`src/hdl/acc_pkg.sv`:
```
// shared types, constants and codes of the adaptive concurrency controller
package acc_pkg;

    // history of speed samples, newest first
    localparam int HIST_DEPTH = 8;
    localparam int CNT_W      = $clog2(HIST_DEPTH + 1);
    localparam int HIDX_W     = (HIST_DEPTH > 1) ? $clog2(HIST_DEPTH) : 1;
    localparam int WSUM_MAX   = HIST_DEPTH * (HIST_DEPTH + 1) / 2;
    localparam int WSUM_W     = $clog2(WSUM_MAX + 1);

    // field widths
    localparam int BYTES_W    = 32;
    localparam int MS_W       = 16;
    localparam int REQ_W      = 9;
    localparam int ACCEL_W    = 7;
    localparam int BPS_W      = 40;
    localparam int PHASE_W    = 2;

    // configuration port
    localparam int CFG_IDX_W  = 3;
    localparam int CFG_DATA_W = 40;

    // a sample is at most (2^32 - 1) * 1000 / 50, below 2^37
    localparam int SPEED_W    = 37;

    // sample arithmetic
    localparam int MS_PER_S   = 1000;
    localparam int MS_PER_S_W = 10;
    localparam int PROD_W     = BYTES_W + MS_PER_S_W;
    localparam int MIN_MS     = 50;

    // weighted history sum
    localparam int SUM_W      = SPEED_W + WSUM_W;

    // floor candidate is 85 / 100 of the weighted average
    localparam int FLOOR_NUM   = 85;
    localparam int FLOOR_NUM_W = 7;
    localparam int FLOOR_DEN   = 100;
    localparam int F85_W       = SPEED_W + FLOOR_NUM_W;

    // shared divider, two quotient bits per cycle
    localparam int DVD_RAW   = (PROD_W > SUM_W) ? ((PROD_W > F85_W) ? PROD_W : F85_W)
                                                : ((SUM_W > F85_W) ? SUM_W : F85_W);
    localparam int DVD_W     = ((DVD_RAW + 1) / 2) * 2;
    localparam int DVS_W     = MS_W;
    localparam int DIV_STEPS = DVD_W / 2;
    localparam int DCNT_W    = $clog2(DIV_STEPS + 1);

    // scheduling constants
    localparam int MAX_LO         = 16;
    localparam int MAX_HI         = 256;
    localparam int COOL_MIN       = 4;
    localparam int STEADY_RESTART = 8;

    // register reset values
    localparam int MAX_CONC_RST  = 64;
    localparam int BURST_RST     = 20;
    localparam int ACCEL_RST     = 8;
    localparam int MIN_FLOOR_RST = 262144;

    // register indexes
    localparam logic [CFG_IDX_W-1:0] CFG_MAX_CONC    = 3'd0;
    localparam logic [CFG_IDX_W-1:0] CFG_BURST       = 3'd1;
    localparam logic [CFG_IDX_W-1:0] CFG_ACCEL       = 3'd2;
    localparam logic [CFG_IDX_W-1:0] CFG_MIN_FLOOR   = 3'd3;
    localparam logic [CFG_IDX_W-1:0] CFG_SPEED_LIMIT = 3'd4;

    typedef enum logic [PHASE_W-1:0] {
        PH_BURST    = 2'd0,
        PH_ACCEL    = 2'd1,
        PH_STEADY   = 2'd2,
        PH_COOLDOWN = 2'd3
    } t_phase;

    typedef enum logic [2:0] {
        S_IDLE,
        S_LOAD,
        S_DIV_SAMPLE,
        S_WALK,
        S_DIV_WAVG,
        S_FLOOR_CHK,
        S_DIV_FLOOR,
        S_SCHED
    } t_state;

    typedef enum logic [1:0] {
        DSEL_SAMPLE,
        DSEL_WAVG,
        DSEL_FLOOR
    } t_div_sel;

    typedef struct packed {
        logic     latch;
        logic     walk_clear;
        logic     div_start;
        t_div_sel div_sel;
        logic     push;
        logic     walk_step;
        logic     wavg_load;
        logic     floor_upd;
        logic     sched;
    } t_cmd;

    typedef struct packed {
        logic is_start;
        logic short_tick;
        logic div_done;
        logic walk_done;
        logic wsum_zero;
        logic wavg_low;
        logic out_busy;
    } t_status;

endpackage

```
`src/hdl/acc_in_if.sv`:
```
// input channel: scheduling tick or start item
interface acc_in_if import acc_pkg::*; ();
    logic               valid;
    logic               ready;
    logic               opcode;
    logic [BYTES_W-1:0] bytes_delta;
    logic [MS_W-1:0]    elapsed_ms;
    logic [REQ_W-1:0]   inflight_count;
    logic               work_pending;

    modport source (
        output valid, opcode, bytes_delta, elapsed_ms, inflight_count, work_pending,
        input  ready
    );
    modport sink (
        input  valid, opcode, bytes_delta, elapsed_ms, inflight_count, work_pending,
        output ready
    );
endinterface

```
`src/hdl/acc_out_if.sv`:
```
// output channel: one scheduling result per item
interface acc_out_if import acc_pkg::*; ();
    logic               valid;
    logic               ready;
    logic [REQ_W-1:0]   send_count;
    logic               stop_ticks;
    logic [REQ_W-1:0]   target_inflight;
    logic [PHASE_W-1:0] phase;

    modport source (
        output valid, send_count, stop_ticks, target_inflight, phase,
        input  ready
    );
    modport sink (
        input  valid, send_count, stop_ticks, target_inflight, phase,
        output ready
    );
endinterface

```
`src/hdl/acc_div.sv`:
```
// shared restoring divider, two quotient bits per cycle
module acc_div import acc_pkg::*; (
    input  logic             i_clk,
    input  logic             i_rst_n,
    input  logic             i_start,
    input  logic [DVD_W-1:0] i_dividend,
    input  logic [DVS_W-1:0] i_divisor,
    output logic             o_done,
    output logic [DVD_W-1:0] o_quotient
);

    logic [DVD_W-1:0]  r_quo, n_quo;
    logic [DVS_W-1:0]  r_rem, n_rem;
    logic [DVS_W-1:0]  r_dvs;
    logic [DCNT_W-1:0] r_cnt;
    logic              r_busy;
    logic              r_done;

    always_comb begin
        logic [DVS_W:0] sh;
        n_quo = r_quo;
        n_rem = r_rem;
        for (int k = 0; k < 2; k++) begin
            sh    = {n_rem, n_quo[DVD_W-1]};
            n_quo = {n_quo[DVD_W-2:0], 1'b0};
            if (sh >= {1'b0, r_dvs}) begin
                sh       = sh - {1'b0, r_dvs};
                n_quo[0] = 1'b1;
            end
            n_rem = sh[DVS_W-1:0];
        end
    end

    always_ff @(posedge i_clk) begin
        if (!i_rst_n) begin
            r_busy <= 1'b0;
            r_done <= 1'b0;
            r_cnt  <= '0;
        end else begin
            r_done <= 1'b0;
            if (i_start) begin
                r_busy <= 1'b1;
                r_cnt  <= DCNT_W'(DIV_STEPS);
            end else if (r_busy) begin
                r_cnt <= r_cnt - 1'b1;
                if (r_cnt == DCNT_W'(1)) begin
                    r_busy <= 1'b0;
                    r_done <= 1'b1;
                end
            end
        end
    end

    always_ff @(posedge i_clk) begin
        if (i_start) begin
            r_quo <= i_dividend;
            r_rem <= '0;
            r_dvs <= i_divisor;
        end else if (r_busy) begin
            r_quo <= n_quo;
            r_rem <= n_rem;
        end
    end

    assign o_done     = r_done;
    assign o_quotient = r_quo;

endmodule

```
`src/hdl/acc_ctrl.sv`:
```
// sequencer of the controller: steps one item through sample, walk, floor and scheduling
module acc_ctrl import acc_pkg::*; (
    input  logic    i_clk,
    input  logic    i_rst_n,
    input  logic    i_in_valid,
    input  t_status i_status,
    output logic    o_in_ready,
    output t_cmd    o_cmd
);

    t_state r_state, n_state;

    always_ff @(posedge i_clk) begin
        if (!i_rst_n) begin
            r_state <= S_IDLE;
        end else begin
            r_state <= n_state;
        end
    end

    always_comb begin
        n_state = r_state;
        unique case (r_state)
            S_IDLE: begin
                if (i_in_valid) n_state = S_LOAD;
            end
            S_LOAD: begin
                if (i_status.is_start)        n_state = S_SCHED;
                else if (i_status.short_tick) n_state = S_WALK;
                else                          n_state = S_DIV_SAMPLE;
            end
            S_DIV_SAMPLE: begin
                if (i_status.div_done) n_state = S_WALK;
            end
            S_WALK: begin
                if (i_status.walk_done) begin
                    n_state = i_status.wsum_zero ? S_SCHED : S_DIV_WAVG;
                end
            end
            S_DIV_WAVG: begin
                if (i_status.div_done) n_state = S_FLOOR_CHK;
            end
            S_FLOOR_CHK: begin
                n_state = i_status.wavg_low ? S_SCHED : S_DIV_FLOOR;
            end
            S_DIV_FLOOR: begin
                if (i_status.div_done) n_state = S_SCHED;
            end
            S_SCHED: begin
                if (!i_status.out_busy) n_state = S_IDLE;
            end
            default: n_state = S_IDLE;
        endcase
    end

    always_comb begin
        o_in_ready = 1'b0;
        o_cmd      = '0;
        o_cmd.div_sel = DSEL_SAMPLE;
        unique case (r_state)
            S_IDLE: begin
                o_in_ready  = 1'b1;
                o_cmd.latch = i_in_valid;
            end
            S_LOAD: begin
                o_cmd.walk_clear = 1'b1;
                o_cmd.div_start  = !i_status.is_start && !i_status.short_tick;
                o_cmd.div_sel    = DSEL_SAMPLE;
            end
            S_DIV_SAMPLE: begin
                o_cmd.push = i_status.div_done;
            end
            S_WALK: begin
                o_cmd.walk_step = !i_status.walk_done;
                o_cmd.div_start = i_status.walk_done && !i_status.wsum_zero;
                o_cmd.div_sel   = DSEL_WAVG;
            end
            S_DIV_WAVG: begin
                o_cmd.wavg_load = i_status.div_done;
            end
            S_FLOOR_CHK: begin
                o_cmd.div_start = !i_status.wavg_low;
                o_cmd.div_sel   = DSEL_FLOOR;
            end
            S_DIV_FLOOR: begin
                o_cmd.floor_upd = i_status.div_done;
            end
            S_SCHED: begin
                o_cmd.sched = !i_status.out_busy;
            end
            default: ;
        endcase
    end

endmodule

```
`src/hdl/acc_datapath.sv`:
```
// datapath: registers, speed history, divider feed, scheduling rules and result register
module acc_datapath import acc_pkg::*; (
    input  logic                  i_clk,
    input  logic                  i_rst_n,
    input  t_cmd                  i_cmd,
    output t_status               o_status,
    input  logic                  i_cfg_we,
    input  logic [CFG_IDX_W-1:0]  i_cfg_idx,
    input  logic [CFG_DATA_W-1:0] i_cfg_data,
    input  logic                  i_opcode,
    input  logic [BYTES_W-1:0]    i_bytes_delta,
    input  logic [MS_W-1:0]       i_elapsed_ms,
    input  logic [REQ_W-1:0]      i_inflight_count,
    input  logic                  i_work_pending,
    input  logic                  i_out_ready,
    output logic                  o_out_valid,
    output logic [REQ_W-1:0]      o_send_count,
    output logic                  o_stop_ticks,
    output logic [REQ_W-1:0]      o_target_inflight,
    output logic [PHASE_W-1:0]    o_phase
);

    // configuration
    logic [REQ_W-1:0]   r_max_conc;
    logic [REQ_W-1:0]   r_burst;
    logic [ACCEL_W-1:0] r_accel;
    logic [BPS_W-1:0]   r_min_floor;
    logic [BPS_W-1:0]   r_speed_limit;

    // latched item
    logic               r_op;
    logic [BYTES_W-1:0] r_bytes;
    logic [MS_W-1:0]    r_ms;
    logic [REQ_W-1:0]   r_inflight;
    logic               r_pending;

    // controller state
    t_phase             r_phase;
    logic [REQ_W-1:0]   r_target;
    logic [SPEED_W-1:0] r_hist [HIST_DEPTH];
    logic [CNT_W-1:0]   r_hcount;
    logic [SPEED_W-1:0] r_floor;
    logic [SPEED_W-1:0] r_avg;

    // history walk
    logic [CNT_W-1:0]   r_widx;
    logic [SUM_W-1:0]   r_wacc;
    logic [WSUM_W-1:0]  r_wsum;
    logic [SPEED_W-1:0] r_wavg;

    // result register
    logic               r_out_valid;
    logic [REQ_W-1:0]   r_out_send;
    logic               r_out_stop;
    logic [REQ_W-1:0]   r_out_target;
    t_phase             r_out_phase;

    // divider
    logic [DVD_W-1:0]   dvd;
    logic [DVS_W-1:0]   dvs;
    logic               div_done;
    logic [DVD_W-1:0]   div_q;
    logic [SPEED_W-1:0] q_speed;

    acc_div u_div (
        .i_clk      (i_clk),
        .i_rst_n    (i_rst_n),
        .i_start    (i_cmd.div_start),
        .i_dividend (dvd),
        .i_divisor  (dvs),
        .o_done     (div_done),
        .o_quotient (div_q)
    );

    assign q_speed = div_q[SPEED_W-1:0];

    always_comb begin
        case (i_cmd.div_sel)
            DSEL_SAMPLE: begin
                dvd = DVD_W'(PROD_W'(r_bytes) * PROD_W'(MS_PER_S));
                dvs = r_ms;
            end
            DSEL_WAVG: begin
                dvd = DVD_W'(r_wacc);
                dvs = DVS_W'(r_wsum);
            end
            DSEL_FLOOR: begin
                dvd = DVD_W'(F85_W'(r_wavg) * F85_W'(FLOOR_NUM));
                dvs = DVS_W'(FLOOR_DEN);
            end
            default: begin
                dvd = '0;
                dvs = DVS_W'(FLOOR_DEN);
            end
        endcase
    end

    // walk term of the current entry, weight falls from count to one
    logic [CNT_W-1:0]   weight;
    logic [SPEED_W-1:0] walk_entry;

    assign weight     = r_hcount - r_widx;
    assign walk_entry = r_hist[r_widx[HIDX_W-1:0]];

    // scheduling
    logic [REQ_W-1:0]   mx;
    logic [SPEED_W-1:0] speed;
    logic [REQ_W:0]     mx_x;
    logic [REQ_W:0]     inf_x;
    logic [REQ_W:0]     inf_acc;
    logic [REQ_W:0]     inf_acc_cl;
    logic [REQ_W:0]     burst_acc;
    logic [REQ_W:0]     t;
    t_phase             n_phase;
    logic [REQ_W-1:0]   n_target;
    logic [REQ_W-1:0]   n_send;
    logic               n_stop;
    logic               gate;
    logic [REQ_W-1:0]   start_send;
    logic [REQ_W-1:0]   gap;

    always_comb begin
        if (r_max_conc < REQ_W'(MAX_LO))      mx = REQ_W'(MAX_LO);
        else if (r_max_conc > REQ_W'(MAX_HI)) mx = REQ_W'(MAX_HI);
        else                                  mx = r_max_conc;

        speed      = (r_hcount != '0) ? r_hist[0] : '0;
        mx_x       = (REQ_W+1)'(mx);
        inf_x      = (REQ_W+1)'(r_inflight);
        inf_acc    = inf_x + (REQ_W+1)'(r_accel);
        inf_acc_cl = (inf_acc < mx_x) ? inf_acc : mx_x;
        burst_acc  = (REQ_W+1)'(r_burst) + (REQ_W+1)'(r_accel);

        n_phase = r_phase;
        t       = (REQ_W+1)'(r_target);
        unique case (r_phase)
            PH_BURST: begin
                n_phase = PH_ACCEL;
                t       = (burst_acc < mx_x) ? burst_acc : mx_x;
            end
            PH_ACCEL: begin
                if (r_inflight >= mx || !r_pending) begin
                    n_phase = PH_STEADY;
                    t       = mx_x;
                end else if (speed >= r_floor) begin
                    n_phase = PH_STEADY;
                    t       = inf_x;
                end else begin
                    t = inf_acc_cl;
                end
            end
            PH_STEADY: begin
                if (!r_pending) begin
                    t = inf_x;
                end else if (speed < r_floor && r_inflight < mx) begin
                    n_phase = PH_ACCEL;
                    t       = inf_acc_cl;
                end else if (speed == '0 && r_inflight >= REQ_W'(COOL_MIN)) begin
                    n_phase = PH_COOLDOWN;
                    t       = ((inf_x >> 1) > (REQ_W+1)'(COOL_MIN)) ? (inf_x >> 1)
                                                                    : (REQ_W+1)'(COOL_MIN);
                end else begin
                    t = ((inf_x + 1'b1) < mx_x) ? (inf_x + 1'b1) : mx_x;
                end
            end
            PH_COOLDOWN: begin
                if (speed != '0) begin
                    n_phase = PH_ACCEL;
                    t       = inf_acc_cl;
                end else if (r_inflight <= REQ_W'(COOL_MIN) || !r_pending) begin
                    n_phase = PH_STEADY;
                    t       = ((REQ_W+1)'(STEADY_RESTART) < mx_x) ?
                              (REQ_W+1)'(STEADY_RESTART) : mx_x;
                end
            end
            default: ;
        endcase
        n_target = (t > (REQ_W+1)'(MAX_HI)) ? REQ_W'(MAX_HI) : t[REQ_W-1:0];

        gap    = n_target - r_inflight;
        n_send = '0;
        n_stop = 1'b0;
        if (r_inflight >= n_target || !r_pending) begin
            n_stop = (r_inflight >= mx) || !r_pending;
        end else begin
            n_send = (gap < REQ_W'(r_accel)) ? gap : REQ_W'(r_accel);
        end

        gate       = (r_speed_limit != '0) && (BPS_W'(r_avg) >= r_speed_limit);
        start_send = (r_burst < mx) ? r_burst : mx;
    end

    assign o_status.is_start   = r_op;
    assign o_status.short_tick = r_ms < MS_W'(MIN_MS);
    assign o_status.div_done   = div_done;
    assign o_status.walk_done  = r_widx == r_hcount;
    assign o_status.wsum_zero  = r_wsum == '0;
    assign o_status.wavg_low   = BPS_W'(r_wavg) < r_min_floor;
    assign o_status.out_busy   = r_out_valid && !i_out_ready;

    // configuration writes
    always_ff @(posedge i_clk) begin
        if (!i_rst_n) begin
            r_max_conc    <= REQ_W'(MAX_CONC_RST);
            r_burst       <= REQ_W'(BURST_RST);
            r_accel       <= ACCEL_W'(ACCEL_RST);
            r_min_floor   <= BPS_W'(MIN_FLOOR_RST);
            r_speed_limit <= '0;
        end else if (i_cfg_we) begin
            unique case (i_cfg_idx)
                CFG_MAX_CONC:    r_max_conc    <= i_cfg_data[REQ_W-1:0];
                CFG_BURST:       r_burst       <= i_cfg_data[REQ_W-1:0];
                CFG_ACCEL:       r_accel       <= i_cfg_data[ACCEL_W-1:0];
                CFG_MIN_FLOOR:   r_min_floor   <= i_cfg_data[BPS_W-1:0];
                CFG_SPEED_LIMIT: r_speed_limit <= i_cfg_data[BPS_W-1:0];
                default: ;
            endcase
        end
    end

    // item latch, history shift line and walk accumulators
    always_ff @(posedge i_clk) begin
        if (i_cmd.latch) begin
            r_op       <= i_opcode;
            r_bytes    <= i_bytes_delta;
            r_ms       <= i_elapsed_ms;
            r_inflight <= i_inflight_count;
            r_pending  <= i_work_pending;
        end
        if (i_cmd.push) begin
            for (int i = HIST_DEPTH - 1; i > 0; i--) begin
                r_hist[i] <= r_hist[i-1];
            end
            r_hist[0] <= q_speed;
        end
        if (i_cmd.walk_clear) begin
            r_wacc <= '0;
            r_wsum <= '0;
            r_widx <= '0;
        end else if (i_cmd.walk_step) begin
            r_wacc <= r_wacc + SUM_W'(walk_entry) * SUM_W'(weight);
            r_wsum <= r_wsum + WSUM_W'(weight);
            r_widx <= r_widx + 1'b1;
        end
        if (i_cmd.wavg_load) begin
            r_wavg <= q_speed;
        end
    end

    // controller state
    always_ff @(posedge i_clk) begin
        if (!i_rst_n) begin
            r_phase  <= PH_BURST;
            r_target <= '0;
            r_hcount <= '0;
            r_floor  <= SPEED_W'(MIN_FLOOR_RST);
            r_avg    <= '0;
        end else begin
            if (i_cmd.push) begin
                if (r_hcount < CNT_W'(HIST_DEPTH)) r_hcount <= r_hcount + 1'b1;
                r_avg <= SPEED_W'(((SPEED_W+1)'(r_avg) + (SPEED_W+1)'(q_speed)) >> 1);
            end
            if (i_cmd.floor_upd && q_speed > r_floor) begin
                r_floor <= q_speed;
            end
            if (i_cmd.sched) begin
                if (r_op) begin
                    r_phase  <= PH_BURST;
                    r_target <= '0;
                end else if (!gate) begin
                    r_phase  <= n_phase;
                    r_target <= n_target;
                end
            end
        end
    end

    // result register
    always_ff @(posedge i_clk) begin
        if (!i_rst_n) begin
            r_out_valid <= 1'b0;
        end else if (i_cmd.sched) begin
            r_out_valid <= 1'b1;
        end else if (i_out_ready) begin
            r_out_valid <= 1'b0;
        end
    end

    always_ff @(posedge i_clk) begin
        if (i_cmd.sched) begin
            if (r_op) begin
                r_out_send   <= start_send;
                r_out_stop   <= !r_pending ||
                                ((REQ_W+1)'(r_inflight) + (REQ_W+1)'(start_send) >= mx_x);
                r_out_target <= '0;
                r_out_phase  <= PH_BURST;
            end else if (gate) begin
                r_out_send   <= '0;
                r_out_stop   <= 1'b0;
                r_out_target <= r_target;
                r_out_phase  <= r_phase;
            end else begin
                r_out_send   <= n_send;
                r_out_stop   <= n_stop;
                r_out_target <= n_target;
                r_out_phase  <= n_phase;
            end
        end
    end

    assign o_out_valid       = r_out_valid;
    assign o_send_count      = r_out_send;
    assign o_stop_ticks      = r_out_stop;
    assign o_target_inflight = r_out_target;
    assign o_phase           = r_out_phase;

endmodule

```
`src/hdl/adaptive_concurrency_controller.sv`:
```
// top level of the adaptive concurrency controller
//
// One result per item. A start item goes from its transfer to its result through accept,
// decode and schedule; schedule holds while the previous result is not yet taken. A tick
// with at least 50 ms elapsed also passes through the divider and the history walk: the
// shared divider produces two quotient bits a cycle and runs three divisions in series
// (bytes * 1000 / elapsed_ms, weighted history sum / weight sum, average * 85 / 100), and
// the history walk adds one entry a cycle. A short tick skips the sample division; the
// last two divisions drop out when the history is empty, and the floor division alone when
// the weighted average is below min_floor_bps. A new item is taken once the sequencer is
// back in idle, even while the previous result still waits in the output register.
// Configuration writes go straight to the registers and belong to idle periods only.
module adaptive_concurrency_controller import acc_pkg::*; (
    input  logic                  i_clk,
    input  logic                  i_rst_n,
    acc_in_if.sink                i_in,
    acc_out_if.source             o_out,
    input  logic                  i_cfg_we,
    input  logic [CFG_IDX_W-1:0]  i_cfg_idx,
    input  logic [CFG_DATA_W-1:0] i_cfg_data
);

    // command and status between sequencer and datapath
    t_cmd    cmd;
    t_status status;

    // sequencer owns the input handshake
    acc_ctrl u_ctrl (
        .i_clk      (i_clk),
        .i_rst_n    (i_rst_n),
        .i_in_valid (i_in.valid),
        .i_status   (status),
        .o_in_ready (i_in.ready),
        .o_cmd      (cmd)
    );

    // datapath owns state, registers and the output register
    acc_datapath u_dp (
        .i_clk             (i_clk),
        .i_rst_n           (i_rst_n),
        .i_cmd             (cmd),
        .o_status          (status),
        .i_cfg_we          (i_cfg_we),
        .i_cfg_idx         (i_cfg_idx),
        .i_cfg_data        (i_cfg_data),
        .i_opcode          (i_in.opcode),
        .i_bytes_delta     (i_in.bytes_delta),
        .i_elapsed_ms      (i_in.elapsed_ms),
        .i_inflight_count  (i_in.inflight_count),
        .i_work_pending    (i_in.work_pending),
        .i_out_ready       (o_out.ready),
        .o_out_valid       (o_out.valid),
        .o_send_count      (o_out.send_count),
        .o_stop_ticks      (o_out.stop_ticks),
        .o_target_inflight (o_out.target_inflight),
        .o_phase           (o_out.phase)
    );

endmodule
```
`src/flat_wrapper.sv`:
```
// flat-port wrapper written by rule: the top's interface ports become plain ports
module adaptive_concurrency_controller_flat import acc_pkg::*;
  (i_clk, i_rst_n, i_cfg_we, i_cfg_idx, i_cfg_data, i_in_valid, i_in_opcode, i_in_bytes_delta, i_in_elapsed_ms, i_in_inflight_count, i_in_work_pending, i_in_ready, o_out_valid, o_out_send_count, o_out_stop_ticks, o_out_target_inflight, o_out_phase, o_out_ready);
  acc_in_if i_in_i ();
  acc_out_if o_out_i ();
  input  logic i_clk;
  input  logic i_rst_n;
  input  logic i_cfg_we;
  input  logic [CFG_IDX_W-1:0] i_cfg_idx;
  input  logic [CFG_DATA_W-1:0] i_cfg_data;
  input wire logic [$bits(i_in_i.valid)-1:0] i_in_valid;
  input wire logic [$bits(i_in_i.opcode)-1:0] i_in_opcode;
  input wire logic [$bits(i_in_i.bytes_delta)-1:0] i_in_bytes_delta;
  input wire logic [$bits(i_in_i.elapsed_ms)-1:0] i_in_elapsed_ms;
  input wire logic [$bits(i_in_i.inflight_count)-1:0] i_in_inflight_count;
  input wire logic [$bits(i_in_i.work_pending)-1:0] i_in_work_pending;
  output wire logic [$bits(i_in_i.ready)-1:0] i_in_ready;
  output wire logic [$bits(o_out_i.valid)-1:0] o_out_valid;
  output wire logic [$bits(o_out_i.send_count)-1:0] o_out_send_count;
  output wire logic [$bits(o_out_i.stop_ticks)-1:0] o_out_stop_ticks;
  output wire logic [$bits(o_out_i.target_inflight)-1:0] o_out_target_inflight;
  output wire logic [$bits(o_out_i.phase)-1:0] o_out_phase;
  input wire logic [$bits(o_out_i.ready)-1:0] o_out_ready;
  assign i_in_i.valid = i_in_valid;
  assign i_in_i.opcode = i_in_opcode;
  assign i_in_i.bytes_delta = i_in_bytes_delta;
  assign i_in_i.elapsed_ms = i_in_elapsed_ms;
  assign i_in_i.inflight_count = i_in_inflight_count;
  assign i_in_i.work_pending = i_in_work_pending;
  assign i_in_ready = i_in_i.ready;
  assign o_out_valid = o_out_i.valid;
  assign o_out_send_count = o_out_i.send_count;
  assign o_out_stop_ticks = o_out_i.stop_ticks;
  assign o_out_target_inflight = o_out_i.target_inflight;
  assign o_out_phase = o_out_i.phase;
  assign o_out_i.ready = o_out_ready;
  adaptive_concurrency_controller u_core (.i_clk(i_clk), .i_rst_n(i_rst_n), .i_in(i_in_i), .o_out(o_out_i), .i_cfg_we(i_cfg_we), .i_cfg_idx(i_cfg_idx), .i_cfg_data(i_cfg_data));
endmodule
```
`config.mk`:
```
export PLATFORM = sky130hd
export DESIGN_NAME = adaptive_concurrency_controller_flat
export DESIGN_NICKNAME = d
export VERILOG_FILES = /design/src/hdl/acc_pkg.sv /design/src/hdl/acc_in_if.sv /design/src/hdl/acc_out_if.sv /design/src/hdl/acc_div.sv /design/src/hdl/acc_ctrl.sv /design/src/hdl/acc_datapath.sv /design/src/hdl/adaptive_concurrency_controller.sv /design/src/flat_wrapper.sv
export SDC_FILE = /design/constraint.sdc
export NUM_CORES = 2
export LEC_CHECK = 0
export BUFFER_PORTS_ARGS = -buffer_cell sky130_fd_sc_hd__buf_2
export CAP_MARGIN = 10
export CORE_MARGIN = 3
export CORE_UTILIZATION = 25
export DETAILED_ROUTE_END_ITERATION = 10
export PLACE_DENSITY_LB_ADDON = 0.08
export SYNTH_ARGS = -nofsm -noshare
export SYNTH_HDL_FRONTEND = slang
export SYNTH_SLANG_ARGS = --single-unit
```
`constraint.sdc`:
```
create_clock -name i_clk -period 26.4 [get_ports i_clk]
set_input_delay 1.32 -clock i_clk [delete_from_list [all_inputs] [get_ports i_clk]]
set_output_delay 1.32 -clock i_clk [all_outputs]
set_load 0.05 [all_outputs]
```
Yosys cells after proc, flatten, opt, wreduce, memory -nomap -nowiden
Memory sizes are Yosys's and may differ from the RTL's. A register that Yosys moved wholly into a read port is not among the register bits.
Index checks and enable logic that the tools add are counted.

word-level totals
  RAM bits = 296
  output and inout bits = 23
  bits in read-only memories = 0
  flip-flop bits (word level) = 451
  logic and storage cells = 217
  memories kept = 1
  latch bits = 0

cells by class
  multiplexer cells = 77
  $lt $le $gt $ge = 25
  $mul = 3
  reduce and logical (&&, ||, !) cells = 39
  divide/modulo/power cells = 0
  equal/unequal tests = 24
  shift-type cells = 0
  bitwise logic cells = 2
  add/sub/neg operators = 14

memory list
  memory              depth  width  rd ports  clocked after memory_dff  wr ports  line                text
  u_core.u_dp.r_hist  8      37     8         1                         8         acc_datapath.sv:40  logic [SPEED_W-1:0] r_hist [HIST_DEPTH];

operators by type and width
  cell                     count
  $pmux W44 S3             1
  $mux W9                  12
  $mux W10                 9
  $mux W44                 2
  $mul A37 B7 Y44 const B  1
  $add A43 B41 Y43         1
  $mul A37 B4 Y41          1
  $ge A37 B40 Y1           1
  $lt A37 B40 Y1           1
  $pmux W10 S4             1
  $reduce_bool A40 Y1      1
  $mul A32 B7 Y39 const B  1
  $add A37 B37 Y38         1
  $ge A37 B37 Y1           1
  $gt A37 B37 Y1           1
  $logic_not A37 Y1        1
  $lt A37 B37 Y1           1
  $mux W37                 1
  $reduce_bool A37 Y1      1
  $ge A17 B16 Y1           2
  $mux W16                 2
  $pmux W16 S2             1
  $sub A16 B16 Y16         2
  $lt A10 B9 Y1            3
  50 further kinds         135

Longest topological paths before layout
  word-level depth = 17
  mapped depth = 36
  gate-level depth less buffers = 35

By module
Synthesis repeated with hierarchy kept, for this count alone.

second synthesis, totals
  cells, all modules = 5386
  area, all modules = 55644.6 µm²

by module, submodules not included
  module        cells each  sequential area each (µm²)  area an instance (µm²)  times used
  acc_datapath  4844        17426.7                     49869.1                 1
  acc_div       497         2262.2                      5424.0                  1
  acc_ctrl      45          60.1                        351.6                   1

Worst setup path after synthesis
OpenSTA, ideal clock, no wires.

  path type = reg-to-reg
  start point = register u_core.u_ctrl.r_state[0]
  end point = memory u_core.u_dp.r_hist[0][0], enable pin
  data required time = 25.625 ns
  path slack = 16.540 ns
  buffers on the path = 2
  setup time = 0.775 ns
  clock period less this slack = 9.860 ns
  stages on the path, launching flop included = 6
  data arrival time = 9.085 ns
  cells stage by stage = dfxtp_1 -> clkbuf_1 -> nor2b_1 -> nand2_1 -> clkinv_1 -> buf_1

RTL lines
  item                    line                text
  start, declared         acc_ctrl.sv:11      t_state r_state, n_state;
  start signal, assigned  acc_ctrl.sv:17      r_state <= n_state;
  end, declared           acc_datapath.sv:40

Final worst setup path
  start point = register u_core.u_dp.r_inflight[2]
  end point = register u_core.u_dp.r_out_send[0], in the netlist u_core.u_dp.o_send_count[0], data pin

on the way
  word-level cells in the longest chain between the ends = 15
  elaborated cells on any way between the ends = 34

ends and longest elaborated chain
  item                    line                 text
  start, declared         acc_datapath.sv:34   logic [REQ_W-1:0] r_inflight;
  start signal, assigned  acc_datapath.sv:227  r_inflight <= i_inflight_count;
  $add A9 B1 Y10          acc_datapath.sv:163  t = ((inf_x + 1'b1) < mx_x) ? (inf_x + 1'b1) : mx_x;
  $lt A10 B9 Y1           acc_datapath.sv:163
  $mux W10                acc_datapath.sv:163
  $mux W10                acc_datapath.sv:158  end else if (speed == '0 && r_inflight >= REQ_W'(COOL_MIN)) begin
  $mux W10                acc_datapath.sv:155  end else if (speed < r_floor && r_inflight < mx) begin
  $mux W10                acc_datapath.sv:153  if (!r_pending) begin
  $pmux W10 S4            acc_datapath.sv:136  unique case (r_phase)
  $gt A10 B9 Y1           acc_datapath.sv:178  n_target = (t > (REQ_W+1)'(MAX_HI)) ? REQ_W'(MAX_HI) : t[REQ_W-1:0];
  $mux W9                 acc_datapath.sv:178
  $sub A9 B9 Y9           acc_datapath.sv:180  gap = n_target - r_inflight;
  $lt A9 B7 Y1            acc_datapath.sv:186  n_send = (gap < REQ_W'(r_accel)) ? gap : REQ_W'(r_accel);
  $mux W9                 acc_datapath.sv:186
  $mux W9 (*)             acc_datapath.sv:183  if (r_inflight >= n_target || !r_pending) begin
  $mux W9 (*)             acc_datapath.sv:297  end else if (gate) begin
  $mux W9 (*)             acc_datapath.sv:291  if (r_op) begin
  end signal, assigned    acc_datapath.sv:292  r_out_send <= start_send;
  end signal, assigned    acc_datapath.sv:303  r_out_send <= n_send;
  end, declared           acc_datapath.sv:53   logic [REQ_W-1:0] r_out_send;

Every way passes the cells marked *; elsewhere a longest branch is shown, timed or not.
A chain may end at the register's enable or synchronous reset.

==> results.md <==
* GRT Total Usage at 16.2%
* Post-Syn Nets at 6,349
* Synth cell count leaders: inv_1 (635), nand2_1 (589), ha_1 (565)
* Cell-internal power at ~3100 µW
* Async set or reset register ratio after synthesis at 0%
* Worst Hold Launch: u_core.u_dp.r_hist[4][32]$_DFFE_PP_
* Wire length per cell at roughly 22 µm
* Worst path most repeated cell: nor2_1
* Max H-tree Level at 3
* Placer congestion estimate at between 0.8 and 0.9
* CTS Hold Bufs at 0
* Total grt overflow at 0
* # setup viols final at 0
* Count of cell types in the netlist at 108
* Worst Setup SP: u_core.u_dp.r_inflight[2]$_DFFE_PP_
* Slowest cell on the critical path: edfxtp_1
* DR vias at ~40,000
* DRC at 0
* Switching power at 2070 µW
* Clk sink count at 750
* P&R area growth vs syn at 13.5%
* Period Utilization, post-route at between 30% and 40%
* Startpoint types: flip-flop
* Logic pwr share at between 40% and 50%
* Max capacitance violation total at 0
* P per Cell Area at 83.0 nW/µm²
* Max clock buf depth at 3
* Yosys top cell area share at approximately a quarter
* Sequential share of power at between 20% and 30%
* Worst-case vdd ir drop at around 0.059 mV
* Maximum clock frequency at 0.111 GHz
* RSZ-0062 raised after global routing: false
* CTS clk-pin slew, worst paths at roughly 0.06 ns
* Number of global-route vias before repair at a little over 40,000
* Leakage power at around 0.026 µW
* Fin. Hold Viols at 0
* DRT Wirelength at between 150,000 and 200,000 µm
* Die area at 226,000 µm²
* Arrival time worst endpoint at roughly 9.5 ns
* Clock network power share at 27.1%
* # IOs at between 100 and 150
* Setup CP Type: reg2reg
* FF-to-FF Start: u_core.u_dp.r_inflight[2]$_DFFE_PP_
* Initial DRC count at around 2,600
* Post-CTS Setup Bufs at 0
* Most common cell in the synthesized netlist: inv_1
* Num rows at around 170
* Largest cells by area after synthesis: edfxtp_1 (26%), ha_1 (13%), fa_1 (11%)
* Avg Inst Size Synth at between 10 and 15 µm²
* Setup_tns at 0 ns
* CP Max Fanout at 19
* Overall power at between 5000 and 6000 µW
* Post-cts sizing count at 0
* Routed vias/inst at 4.71
* Crit path capture type: flip-flop
* Worst Tran Pin Value at around 1.1 ns
* Core area at approximately 220,000 µm²
* Worst Path Required at 26.89 ns
* Clock Latency Late Sink at ~0.77 ns
* Die Height at around 480 µm
* Period minus WS final at about 9.0 ns
* Status: complete, no violations
* Synth Instances at 5,376
* Synthesized cell area at 55,100 µm²
* TritonCTS buffer count at 100
* Die width at approximately 480 µm
* DP HPWL at around 140,000 µm
* Post-synth EDFFs at 473
* First-pass GRT wire length at around 270,000 µm
* Dominant synthesized flop cell: edfxtp_1
* DRT Pass-1 Iters at 5
* CTS tree: yes
* Sw frac at between 30% and 40%
* Worst hold path type: reg2reg
* Slew headroom at a little over a quarter
* Largest net degree at the start of global routing at about 170
* Number of port buffers at about 130
* Clock root buffer: clkbuf_16
* Initial Util at roughly a quarter
* Worst Slack Setup Final at around 17 ns
* Critical path's largest stage delay at approximately 0.94 ns
* Number of synthesized register bits at 750
* Post-route antenna net violation count at 0
* Post-synth top area cell: edfxtp_1
* Initial antenna violation count at 28
* Final net count at about 6,500
* Post-Place Worst Slack at 17.45 ns
* Sequential fraction of the synthesis area at a little over a third
* Layout cells sized above 1 at between 10% and 20%
* Final clock skew at 0.0812 ns
* Synth warnings at 0
* Pins Over Slew Limit at 0
[sequential cells by signal, summed over array words and instances (netlist names), 32 cells and up, named ones only]
name	flops
u_core.u_dp.r_speed_limit	40
u_core.u_dp.u_div.o_quotient	44
u_core.u_dp.r_hist	296
u_core.u_dp.r_wacc	43
u_core.u_dp.r_avg	37
u_core.u_dp.r_min_floor	40
u_core.u_dp.r_floor	37
u_core.u_dp.r_bytes	32
u_core.u_dp.r_wavg	37
[power by group through the flow]
stage,Combinational (µW),Clock (µW),Sequential [µW]
global route,2700,1510,1410
detailed placement,2440,0,1430
floorplan,1750,0,1380
finish,2380,1410,1410
global placement,2440,0,1430
CTS,2450,1470,1410
[cells in the final DEF (no fill, tap or decap), types with 128 or more instances in the layout]
cell	instances
a21oi_1	292
a21boi_0	132
dfxtp_1	274
ha_1	565
fa_1	301
nand2_1	587
inv_1	635
nor2_1	243
o21ai_0	189
edfxtp_1	473
buf_2	128
[cell type report]
cell class | count | area [µm²]
Fill cell | 22898 | 156000
Multi-Input combinational cell | 3809 | 32200
Sequential cell | 750 | 19800
Tap cell | 2854 | 3570
Clock buffer | 135 | 2800
Inverter | 641 | 2420
Timing Repair Buffer | 197 | 1170
Clock inverter | 55 | 593
Antenna cell | 5 | 12.5
[critical path: cells and delay by family, from the launching register on]
kind | cells | cell delay, ns
fa+ha+maj | 4 | 1.46
compound gates | 12 | 3.61
buf+inv | 2 | 0.32
simple gates | 10 | 1.91
mux | 1 | 0.35
xor+xnor | 1 | 0.17
flops | 1 | 0.94
[through the flow]
stage | area [µm²] | cells | hold slack (ns) | util, %
floorplan | 55100 | 5376 | 0.421 | -
global placement | 59200 | 8251 | 0.421 | 27.1
detailed placement | 59200 | 8251 | 0.429 | 27.1
CTS | 62500 | 8441 | 0.434 | 28.7
global route | 62500 | 8442 | 0.438 | 28.7
finish | 62600 | 8446 | 0.427 | 28.7
[metal layers]
| metal | global-route usage, % | share of wire (%) | vias up |
|---|---|---|---|
| li1 | - | - | 19160 |
| met1 | 23.8 | 50 | 19718 |
| met2 | 25.2 | 44 | 716 |
| met3 | 1.96 | 4.1 | 159 |
| met4 | 4.02 | 2.2 | 0 |
| met5 | 0 | 0 | - |
[logic make-up (layout without fill, tap and decap cells)]
kind of cell | after synthesis | in the layout | share of synthesized area, %
compound gates | 1107 | 1107 | 13.4
fa+ha+maj | 866 | 866 | 23.8
flops | 750 | 750 | 35.8
mux | 231 | 231 | 6.07
simple gates | 1429 | 1429 | 12.3
buf+inv | 817 | 1028 | 5.76
xor+xnor | 176 | 176 | 2.82
other cells | 0 | 5 | 0
[final timing paths]
check / to / slack (ns) / depth (start not counted)
worst max-delay path: u_core.u_dp.o_send_count[0]$_DFFE_PP_ / 17.38 / 30
worst min-delay path: u_core.u_dp.r_hist[5][32]$_DFFE_PP_ / 0.43 / 0
worst max register to register: u_core.u_dp.o_send_count[0]$_DFFE_PP_ / 17.38 / 30
worst min register to register: u_core.u_dp.r_hist[5][32]$_DFFE_PP_ / 0.43 / 0
Power figures use the tool's default switching activity.
